==> src/sv/bffa_pkg.sv <==
// ----------------------------------------------------------------------------
// bffa_pkg
// Shared constants, types and codes for the best-fit free-list allocator.
// ----------------------------------------------------------------------------
package bffa_pkg;

    // heap geometry
    localparam int HEAP_PAGES     = 64;
    localparam int PAGE_BYTES     = 4096;
    localparam int HEADER_BYTES   = 16;
    localparam int SLOT_BYTES     = 8;
    localparam int SLOTS_PER_PAGE = PAGE_BYTES / SLOT_BYTES;
    localparam int SLOTS          = HEAP_PAGES * SLOTS_PER_PAGE;
    localparam int HDR_SLOTS      = HEADER_BYTES / SLOT_BYTES;
    localparam int PAGE_PAYLOAD   = PAGE_BYTES - HEADER_BYTES;

    // widths
    localparam int SLOT_W = $clog2(SLOTS);
    localparam int LINK_W = SLOT_W + 1;
    localparam int SPP_W  = $clog2(SLOTS_PER_PAGE);
    localparam int PAGE_W = $clog2(HEAP_PAGES + 1);
    localparam int SIZE_W = 12;
    localparam int REQ_W  = SIZE_W + 1;
    localparam int HDR_W  = SIZE_W + LINK_W;
    localparam int ADDR_W = 32;
    localparam int STAT_W = 2;

    // result status codes
    localparam logic [STAT_W-1:0] STATUS_OK        = 2'd0;
    localparam logic [STAT_W-1:0] STATUS_EXHAUSTED = 2'd1;
    localparam logic [STAT_W-1:0] STATUS_BAD_FREE  = 2'd2;

    // request modes
    localparam logic MODE_ALLOC = 1'b0;
    localparam logic MODE_FREE  = 1'b1;

    // register index of the heap base
    localparam logic [1:0] REG_HEAP_BASE = 2'd0;

    typedef enum logic [3:0] {
        ST_IDLE,
        ST_CHECK,
        ST_FREE_WR,
        ST_WALK,
        ST_PICK,
        ST_WR_PREV,
        ST_WR_SLOT,
        ST_WR_REST,
        ST_DONE
    } t_state;

    typedef enum logic [1:0] {
        RES_ALLOC,
        RES_FREE,
        RES_FULL,
        RES_BAD_FREE
    } t_res;

    typedef struct packed {
        logic capture;
        logic walk_init;
        logic walk_step;
        logic pick;
        logic wr_prev;
        logic wr_slot;
        logic wr_rest;
        logic free_rd;
        logic free_wr;
        logic set_res;
        t_res res;
        logic out_load;
    } t_dp_cmd;

    typedef struct packed {
        logic mode;
        logic oversize;
        logic head_empty;
        logic walk_last;
        logic no_page;
        logic free_bad;
        logic out_room;
    } t_dp_sts;

endpackage

==> src/sv/bffa_ctrl.sv <==
// ----------------------------------------------------------------------------
// bffa_ctrl
// Sequencer of the allocator: steps each request through the list walk,
// the header writes and the result hand-off.
// ----------------------------------------------------------------------------
module bffa_ctrl (
    input  logic              i_clk,
    input  logic              i_rst_n,
    input  logic              i_in_valid,
    output logic              o_in_ready,
    input  bffa_pkg::t_dp_sts i_sts,
    output bffa_pkg::t_dp_cmd o_cmd
);

    bffa_pkg::t_state r_state;
    bffa_pkg::t_state n_state;

    // state register
    always_ff @(posedge i_clk) begin
        if (!i_rst_n) begin
            r_state <= bffa_pkg::ST_IDLE;
        end else begin
            r_state <= n_state;
        end
    end

    // next state
    always_comb begin
        n_state = r_state;
        unique case (r_state)
            bffa_pkg::ST_IDLE: begin
                if (i_in_valid) begin
                    n_state = bffa_pkg::ST_CHECK;
                end
            end
            bffa_pkg::ST_CHECK: begin
                if (i_sts.mode == bffa_pkg::MODE_FREE) begin
                    n_state = i_sts.free_bad ? bffa_pkg::ST_DONE : bffa_pkg::ST_FREE_WR;
                end else if (i_sts.oversize) begin
                    n_state = bffa_pkg::ST_DONE;
                end else if (i_sts.head_empty) begin
                    n_state = bffa_pkg::ST_PICK;
                end else begin
                    n_state = bffa_pkg::ST_WALK;
                end
            end
            bffa_pkg::ST_FREE_WR: n_state = bffa_pkg::ST_DONE;
            bffa_pkg::ST_WALK: begin
                if (i_sts.walk_last) begin
                    n_state = bffa_pkg::ST_PICK;
                end
            end
            bffa_pkg::ST_PICK: begin
                n_state = i_sts.no_page ? bffa_pkg::ST_DONE : bffa_pkg::ST_WR_PREV;
            end
            bffa_pkg::ST_WR_PREV: n_state = bffa_pkg::ST_WR_SLOT;
            bffa_pkg::ST_WR_SLOT: n_state = bffa_pkg::ST_WR_REST;
            bffa_pkg::ST_WR_REST: n_state = bffa_pkg::ST_DONE;
            bffa_pkg::ST_DONE: begin
                if (i_sts.out_room) begin
                    n_state = bffa_pkg::ST_IDLE;
                end
            end
            default: n_state = bffa_pkg::ST_IDLE;
        endcase
    end

    // command outputs
    always_comb begin
        o_cmd      = '0;
        o_cmd.res  = bffa_pkg::RES_FREE;
        o_in_ready = 1'b0;
        unique case (r_state)
            bffa_pkg::ST_IDLE: begin
                o_in_ready    = 1'b1;
                o_cmd.capture = i_in_valid;
            end
            bffa_pkg::ST_CHECK: begin
                if (i_sts.mode == bffa_pkg::MODE_FREE) begin
                    if (i_sts.free_bad) begin
                        o_cmd.set_res = 1'b1;
                        o_cmd.res     = bffa_pkg::RES_BAD_FREE;
                    end else begin
                        o_cmd.free_rd = 1'b1;
                    end
                end else if (i_sts.oversize) begin
                    o_cmd.set_res = 1'b1;
                    o_cmd.res     = bffa_pkg::RES_FULL;
                end else if (!i_sts.head_empty) begin
                    o_cmd.walk_init = 1'b1;
                end
            end
            bffa_pkg::ST_FREE_WR: begin
                o_cmd.free_wr = 1'b1;
                o_cmd.set_res = 1'b1;
                o_cmd.res     = bffa_pkg::RES_FREE;
            end
            bffa_pkg::ST_WALK: o_cmd.walk_step = 1'b1;
            bffa_pkg::ST_PICK: begin
                if (i_sts.no_page) begin
                    o_cmd.set_res = 1'b1;
                    o_cmd.res     = bffa_pkg::RES_FULL;
                end else begin
                    o_cmd.pick = 1'b1;
                end
            end
            bffa_pkg::ST_WR_PREV: o_cmd.wr_prev = 1'b1;
            bffa_pkg::ST_WR_SLOT: o_cmd.wr_slot = 1'b1;
            bffa_pkg::ST_WR_REST: begin
                o_cmd.wr_rest = 1'b1;
                o_cmd.set_res = 1'b1;
                o_cmd.res     = bffa_pkg::RES_ALLOC;
            end
            bffa_pkg::ST_DONE: o_cmd.out_load = i_sts.out_room;
            default: o_cmd = '0;
        endcase
    end

endmodule

==> config.mk <==
export PLATFORM = sky130hd
export DESIGN_NAME = bffa_ctrl
export DESIGN_NICKNAME = d
export VERILOG_FILES = /design/src/sv/bffa_pkg.sv /design/src/sv/bffa_ctrl.sv
export SDC_FILE = /design/constraint.sdc
export NUM_CORES = 1
export LEC_CHECK = 0
export BUFFER_PORTS_ARGS = -buffer_cell sky130_fd_sc_hd__buf_4
export CAP_MARGIN = 10
export CORE_AREA = 4 4 41 43
export DETAILED_ROUTE_END_ITERATION = 16
export DIE_AREA = 0 0 45 47
export PLACE_DENSITY = 0.65
export SLEW_MARGIN = 20
export SYNTH_ARGS = -nofsm -noshare
export SYNTH_HDL_FRONTEND = slang
export SYNTH_SLANG_ARGS = --single-unit
==> constraint.sdc <==
create_clock -name i_clk -period 1.8 [get_ports i_clk]
set_clock_uncertainty 0.1 [all_clocks]
set_input_delay 0.09 -clock i_clk [delete_from_list [all_inputs] [get_ports i_clk]]
set_output_delay 0.09 -clock i_clk [all_outputs]
set_load 0.02 [all_outputs]
==> impl_results.md <==
- WL/cell: 13.1 µm
- Post-synth top area share: between 15 and 20%
- Netlist cell types: 32
- Post-Route WL: 1370 µm
- Core ar.: between 0.001 and 0.0015 mm²
- Crit path buffers/inverters: 1
- Post-DP HPWL: 1040 µm
- Maximum clock insertion buffer count: 2
- Final Slew Violations: 0
- CTS sink count: 4
- Worst Setup End Kind: output port
- Post-synth top flop: dfxtp_1
- Die width: 45 µm
- # diodes: 0
- Post-Place Setup Slack: 0.256 ns
- Setup TNS: 0 ns
- Worst skew pair latency: around 0.23 ns
- Final WS setup: 0.0527 ns
- Run status: finished clean
- # Post-CTS Setup Buffers: 0
- H-Tree Depth: 1
- Logic pwr share: ~52%
- EDFF count, synth: 0
- Via/cell ratio: 5.34
- Max reg flops: 4
- Switching Share: between 30% and 40%
- Cells after DPL: 100
- CTS tree: done
- Routed via count: around 560
- Power per cell area: around 650 mW/mm²
- Root buf cell: clkbuf_4
- Tcrit/Tclk final: 97.1%
- CTS clock-pin slew for the worst setup and hold paths: 0.04 ns
- Register bank with the most flops: r_state
- CP max stage delay: roughly 0.57 ns
- Crit path time final: 1.75 ns
- First-pass GRT wire length: 2300 µm
- Largest net degree at the start of global routing: 18
- Post-Syn Area per Cell: approximately 7.5 µm²
- VDD IR-drop max: 0.000366 V
- Synth Cell Area: 478 µm²
- Pre-antenna DRT Iters: 4
- Top post-synthesis cells by area: dfxtp_1 17%, nand3b_1 6.3%, nor3b_1 6.3%
- CP Data Required Time: 1.61 ns
- P&R area growth vs syn: 50.3%
- Leakage: 0.304 nW
- Worst-margin pin slew: 0.363 ns
- Syn_nets: 74
- Yosys warns: 0
- Int Pwr: 289 µW
- Fin. Hold Viols: 0
- Non-Filler Instances: 104
- Family with the most delay on the worst path: simple AND/OR/NAND/NOR gates
- Fmax: ~570 MHz
- CTS Buf Count: 3
- Worst rel slew slack: between 70% and 80%
- Mapped Cells: 64
- GRT Util Overall: 14.6%
- NumNets Final: 101
- CP Launch Type: flip-flop
- Number of top-level pins: 24
- Flops & latches, synth: 4
- Port Buf Inserts: 23
- Max FO, Critical Path: 7
- Psw: 178 µW
- Starting Density: a little under two fifths
- Number of fill cells: 131
- Antenna violations before repair: 0
- Reg power frac: 24.1%
- Dpl cell area: 672 µm²
- Synth area leader: dfxtp_1
- CP cell instances: or4b_4, nor4_4, buf_4
- Top-count cell post-synth: nor2_1
- Number of global-route vias before repair: just over 500
- Final Instance Area: between 700 and 800 µm²
- Clk pwr share: 23.7%
- Share of cells above drive strength 1: 43.8%
- Setup Crit Path Kind: reg -> out
- Worst Hold Class: in -> reg
- Die Ht: 47 µm
- Endpoints failing setup: 0
- Residual DRC count: 0
- Slowest CP cell: or4b_4
- Biggest regs: r_state (4)
- FP Rows: 13
- Async SR Flop Fraction: 0%
- Total gr overflow: 0
- Max-cap violations: 0
- Sequential element share of the synthesized area: 16.8%
- Gpl congestion: a little under 0.8
- Critical path arrival: ~1.6 ns
- Post-route ant nets: 0
- Setup repair after global routing missed its margin: yes
- Initial DRC Count: 10
- Die area: 0.00212 mm²
[final timing paths]
check,from,endpoint,slack [ns],cells past startpoint
min reg2reg,r_state[3]$_SDFFE_PN0P_,r_state[2]$_SDFFE_PN0P_,0.58,3
max,r_state[3]$_SDFFE_PN0P_,o_cmd[11],0.05,3
min,i_sts[3],r_state[0]$_SDFFE_PN0P_,0.04,3
max reg2reg,r_state[3]$_SDFFE_PN0P_,r_state[0]$_SDFFE_PN0P_,0.27,4
[worst reg2reg max path, stage by stage (launching register included)]
cell,delay [ns]
dfxtp_2,0.35
or4b_4,0.57
nor4_4,0.21
a31oi_1,0.10
o21ai_1,0.14
[cell type report]
cell class	count	area, µm²	area share, %
sequential	4	82.6	11.5
tap	15	18.8	2.61
multi-input combinational	53	378	52.6
timing repair buffer	28	213	29.6
inverter	1	3.75	0.523
clock buffer	3	22.5	3.14
[cells in the final DEF (no fill, tap or decap), types with 2 or more instances in the layout]
| master | n |
|---|---|
| dfxtp_2 | 2 |
| buf_4 | 27 |
| nand2b_1 | 3 |
| nand2_1 | 4 |
| a21oi_1 | 4 |
| nor3b_1 | 3 |
| o21ai_0 | 3 |
| dfxtp_1 | 2 |
| nor3_1 | 3 |
| nor4_1 | 2 |
| clkbuf_4 | 3 |
| a211oi_1 | 2 |
| nor2_1 | 6 |
| nand3b_1 | 4 |
[routing by layer]
layer	wire length [µm]	vias to the layer above	track usage, %
li1	-	288	-
met1	633	250	19.5
met2	629	17	23.7
met3	105	0	5.75
met4	0	0	0
met5	0	-	0
[power by group through the flow]
stage               Clock (mW)  Sequential [mW]  Combinational (mW)
floorplan                    0            0.105               0.160
global route             0.127            0.115               0.264
CTS                      0.117            0.110               0.240
detailed placement           0            0.112               0.237
global placement             0            0.111               0.237
finish                   0.110            0.112               0.244
[metrics by stage]
step | utilization, % | power, mW | hold WS [ns]
final | 55.2 | 0.467 | 0.0440
after floorplan | - | 0.265 | 0.108
after CTS | 54.1 | 0.467 | 0.0278
after detailed placement | 51.6 | 0.349 | 0.230
after global placement | 51.6 | 0.348 | 0.234
after global routing | 55.2 | 0.506 | 0.0466
[logic make-up after synthesis]
| logic type | after synthesis | synth area share (%) |
|---|---|---|
| buffers and inverters | 7 | 7.85 |
| DFF | 4 | 16.8 |
| and+or+nand+nor | 37 | 51.8 |
| AOI/OAI and AO/OA | 14 | 19.4 |
| muxes | 1 | 2.36 |
| xor gates and xnor gates | 1 | 1.83 |
[timing repair]
action                                  CTS  global route
hold buffers                              1             0
hold endpoints to repair                  1             0
endpoints found under the setup margin    0             4
resized for setup                         0             4
Note: power is estimated with default switching activity, not from simulation.
